File: src/rtl/core/svisc_pkg.sv
// Shared constants and register index codes for the Sutherland viscosity block.
package svisc_pkg;

    localparam int WORD_BITS_DEF = 32;
    localparam int FRAC_BITS_DEF = 16;
    localparam int CFG_IDX_W     = 2;

    typedef enum logic [CFG_IDX_W-1:0] {
        CFG_COEF        = 2'd0,
        CFG_EFF_TEMP    = 2'd1,
        CFG_DENOM_FLOOR = 2'd2
    } cfg_idx_t;

endpackage

File: src/rtl/core/svisc_sqrt.sv
// Pipelined integer square root of the temperature in QF, one root bit per stage.
module svisc_sqrt
    import svisc_pkg::*;
#(
    parameter int WORD_BITS = WORD_BITS_DEF,
    parameter int FRAC_BITS = FRAC_BITS_DEF,
    localparam int RootW    = (WORD_BITS + FRAC_BITS + 1) / 2
)
(
    input  logic                 clk,
    input  logic                 rst_n,
    input  logic                 en,
    input  logic                 in_valid,
    input  logic [WORD_BITS-1:0] in_temp,
    output logic                 out_valid,
    output logic [WORD_BITS-1:0] out_temp,
    output logic [RootW-1:0]     out_root
);

    localparam int RadW = 2 * RootW;
    localparam int RemW = RootW + 2;
    localparam int ShW  = RootW + 3;

    logic                 v_reg    [RootW];
    logic [WORD_BITS-1:0] t_reg    [RootW];
    logic [RadW-1:0]      x_reg    [RootW];
    logic [RootW-1:0]     root_reg [RootW];
    logic [RemW-1:0]      rem_reg  [RootW];

    for (genvar i = 0; i < RootW; i++)
    begin : g_stage
        logic                 v_in;
        logic [WORD_BITS-1:0] t_in;
        logic [RadW-1:0]      x_in;
        logic [RootW-1:0]     root_in;
        logic [RemW-1:0]      rem_in;
        logic [ShW-1:0]       rem_sh;
        logic [ShW-1:0]       trial;
        logic                 ge;

        if (i == 0)
        begin : g_first
            assign v_in    = in_valid;
            assign t_in    = in_temp;
            assign x_in    = RadW'({in_temp, {FRAC_BITS{1'b0}}});
            assign root_in = '0;
            assign rem_in  = '0;
        end
        else
        begin : g_next
            assign v_in    = v_reg[i-1];
            assign t_in    = t_reg[i-1];
            assign x_in    = x_reg[i-1];
            assign root_in = root_reg[i-1];
            assign rem_in  = rem_reg[i-1];
        end

        // bring down the next radicand pair and try the next root bit
        assign rem_sh = {rem_in[RootW:0], x_in[RadW-1 -: 2]};
        assign trial  = {1'b0, root_in, 2'b01};
        assign ge     = (rem_sh >= trial);

        always_ff @(posedge clk or negedge rst_n)
        begin
            if (!rst_n)
            begin
                v_reg[i] <= 1'b0;
            end
            else if (en)
            begin
                v_reg[i] <= v_in;
            end
        end

        always_ff @(posedge clk)
        begin
            if (en)
            begin
                t_reg[i]    <= t_in;
                x_reg[i]    <= x_in << 2;
                root_reg[i] <= {root_in[RootW-2:0], ge};
                rem_reg[i]  <= ge ? RemW'(rem_sh - trial) : RemW'(rem_sh);
            end
        end
    end

    assign out_valid = v_reg[RootW-1];
    assign out_temp  = t_reg[RootW-1];
    assign out_root  = root_reg[RootW-1];

endmodule

File: config.mk
export PLATFORM = sky130hd
export DESIGN_NAME = svisc_sqrt
export DESIGN_NICKNAME = d
export VERILOG_FILES = /design/src/rtl/core/svisc_pkg.sv /design/src/rtl/core/svisc_sqrt.sv
export SDC_FILE = /design/constraint.sdc
export NUM_CORES = 2
export LEC_CHECK = 0
export BUFFER_PORTS_ARGS = -buffer_cell sky130_fd_sc_hd__buf_2
export CAP_MARGIN = 30
export CELL_PAD_IN_SITES_DETAIL_PLACEMENT = 1
export CELL_PAD_IN_SITES_GLOBAL_PLACEMENT = 2
export CORE_UTILIZATION = 40
export DETAILED_ROUTE_END_ITERATION = 8
export PLACE_DENSITY_LB_ADDON = 0.12
export SLEW_MARGIN = 10
export SYNTH_ARGS = -nofsm -noshare
export SYNTH_HDL_FRONTEND = slang
export SYNTH_SLANG_ARGS = --single-unit
File: constraint.sdc
create_clock -name clk -period 3.6 [get_ports clk]
set_clock_uncertainty 0.15 [all_clocks]
set_input_delay 0.18 -clock clk [delete_from_list [all_inputs] [get_ports clk]]
set_output_delay 0.18 -clock clk [all_outputs]
set_load 0.01 [all_outputs]
==> results.yml <==
min_path:
  hold-path-cell-count: 3
  holdCritPathClass: "in2reg"
power:
  p_leak_nw: 30.9
  vdd_drop_max_mv: 0.438
  power.density_nw_per_um2: 617
  finalPower_mw: 50.3
detailed_routing:
  drt-initial-drc-count: 2236
  ant_nets: 0
  wl_per_cell_um: 18.1
  viasPerCell: 4.97
  routed_wirelength_um: 142000
  drcViolationCount: 0
  num_vias: 39000
  firstDrtPassIters: 5
die:
  core_area_um2: 174000
  dieArea_um2: 177000
  dieHeight_um: 421
  top_level_ports: 93
  rows: 153
  die_w_um: 421
  start_util_pct: 40.4
worst_setup_path:
  cp_top_family: "simple AND/OR/NAND/NOR gates"
  reg2reg_depth: 10
  startpoint_type: "flop"
  path_buf_inv: 1
  critPathKind: "reg2reg"
  cp.arrival_ps: 3870
  path_depth: 10
  crit_required_ps: 4030
  path_cells: "or4_1 > or4_4 > or4b_1 > nor2_1 > o311a_1 > o21a_2 > nor3_1 > buf_4 > nand2_1 > xnor2_1"
  cpMaxStageDelayCell: "or4_1"
  cp-end-kind: "flop"
  crit_fanout: 6
  slowest_delay_ps: 570
clock_network:
  cts_buffers: 178
  clockBufferDepth: 3
  clk_pin_slew_worst_paths_ps: 60
  cts_tree: "built"
  htreeDepth: 4
  worstSkewPairLatency_ps: 820
  clock_sinks: 1627
  clockRootBuffer: "clkbuf_16"
synthesis:
  yosys-top-cells-area: "edfxtp_1 (69%), ha_1 (5.5%), xor2_1 (2.7%)"
  syn-num-nets: 5303
  ys_async_sr_fraction_pct: 1.48
  post_synth.cell_area_avg_um2: 14.2
  synth_edf_count: 1603
  yosys.area.top_type: "edfxtp_1"
  synth_commonest_cells: "edfxtp_1 (1,603), inv_1 (420), ha_1 (310)"
  synth_seq_area_share_pct: 69.4
  syn-cell-area_um2: 70200
  yosysUniqueCellTypes: 87
  dominantRegCellSynth: "edfxtp_1"
  syn_inst: 4950
  synth_warnings: 0
  netlist.area_leader.share_pct: 68.6
  ys_ff_latch: 1627
  synth_most_common_cell: "edfxtp_1"
global_route:
  grt_pass1_vias: 40900
  grt_max_degree: 114
  grt_first_pass_wirelength_um: 226000
  antenna_found_initial: 2
  grt_overflow: 0
  grt_use_total_pct: 16.1
timing:
  tns_ps: 0
  fin_crit_sh_pct: 95.6
  finalSetupViolCount: 0
  relSlewSlack_pct: 55.6
  finalHoldViolCount: 0
  min_period_ps: 3440
  finalMaxSlewViolations: 0
  tightest_slew_ps: 649
  max_freq_mhz: 291
status:
  status: "finished clean"
job:
  maxCapViolCount: 0
layout:
  drive_above_1_share_pct: 11.5
  finalNetCount: 5720
  area_growth_pct: 16.1
  largest_register_ffs: 768
  stdcell_area_um2: 81500
  fillers: 17300
placed_design:
  portBuffers: 92
  dpl_cell_area_um2: 74800
  dp_hpwl_um: 101000
  gp_congestion: 0.804
-- final cells by class --
type	instances	area (um^2)	share of cell area [%]
sequential	1627	48700	59.8
clock inverter	117	1300	1.60
timing repair buffer	316	2660	3.26
clock buffer	212	4580	5.62
multi-input combinational	2823	19700	24.2
antenna	1	2.50	0.00307
tap	2325	2910	3.57
inverter	421	1590	1.95
-- worst register-to-register path: stages, from the launching register on --
cell      delay, ps
edfxtp_1        410
or4_1           570
or4_4           470
or4b_1          510
nor2_1          170
o311a_1         210
o21a_2          210
nor3_1           70
buf_4           170
nand2_1          70
xnor2_1         200
-- cells by family after synthesis --
logic type / after synthesis / share of synthesized area (%)
compound gates: 873 / 7.76
flops: 1627 / 69.4
fa+ha+maj: 317 / 5.72
mux: 74 / 1.17
buf+inv: 500 / 2.70
simple gates: 1148 / 8.12
other cells: 1 / 0.00534
xor+xnor: 410 / 5.11
-- layer usage --
metal | share of wire (%) | up-vias | track usage, %
met5 | 0 | - | 0
met4 | 2.5 | 0 | 5.07
met3 | 3.0 | 227 | 2.68
met2 | 48 | 402 | 26.4
met1 | 47 | 19100 | 21.7
li1 | - | 19200 | -
-- final timing paths --
path                       slack (ps)           start               end
max                               160  rem_reg[1][38]    rem_reg[1][72]
min                                80     in_temp[30]     rem_reg[0][1]
max reg2reg                       160  rem_reg[1][38]    rem_reg[1][72]
min reg2reg                       250    t_reg[2][77]     t_reg[2][109]
max in group asynchronous        2890           rst_n   g_stage[2].v_in
min in group asynchronous         270           rst_n  g_stage[23].v_in
-- layout by cell type (no fill, tap or decap), types with 65 or more instances in the layout --
| cell | netlist | routed |
|---|---|---|
| nand2b_1 | 65 | 65 |
| inv_1 | 420 | 419 |
| o21ai_0 | 233 | 231 |
| xnor2_1 | 192 | 191 |
| edfxtp_1 | 1603 | 1603 |
| clkbuf_16 | 0 | 178 |
| buf_2 | 5 | 91 |
| buf_4 | 2 | 128 |
| dlygate4sd3_1 | 0 | 69 |
| xor2_1 | 218 | 218 |
| nand2_1 | 306 | 306 |
| nor2_1 | 277 | 277 |
| nor3_1 | 108 | 107 |
| a21oi_1 | 255 | 254 |
| ha_1 | 310 | 310 |
| nor4_1 | 71 | 69 |
| a21o_1 | 97 | 97 |
-- through the flow --
step | hold slack, ps | utilization, % | setup WS (ps) | instances
after floorplan | -266 | - | 351 | 4950
after global placement | 33.5 | 43.0 | 114 | 7442
after detailed placement | 45.6 | 43.0 | 47.3 | 7442
after CTS | 4.43 | 46.8 | 1.44 | 7841
after global routing | 71.2 | 46.8 | -12.1 | 7841
final | 78.4 | 46.8 | 159 | 7842
-- power breakdown --
group / total [mW] / switching [mW] / leakage, nW / internal, mW
registers: 24.7 / 1.27 / 15.6 / 23.4
clock network: 18.2 / 7.61 / 2.86 / 10.6
logic: 7.45 / 4.13 / 12.4 / 3.32
-- timing repair --
| item | CTS | global route |
|---|---|---|
| endpoints found under the hold margin | 509 | 0 |
| endpoints found under the setup margin | 0 | 82 |
| gates resized for setup | 0 | 25 |
| setup buffers | 0 | 0 |
| hold buffers | 70 | 0 |
No activity file was read; power rests on OpenSTA's default activity.
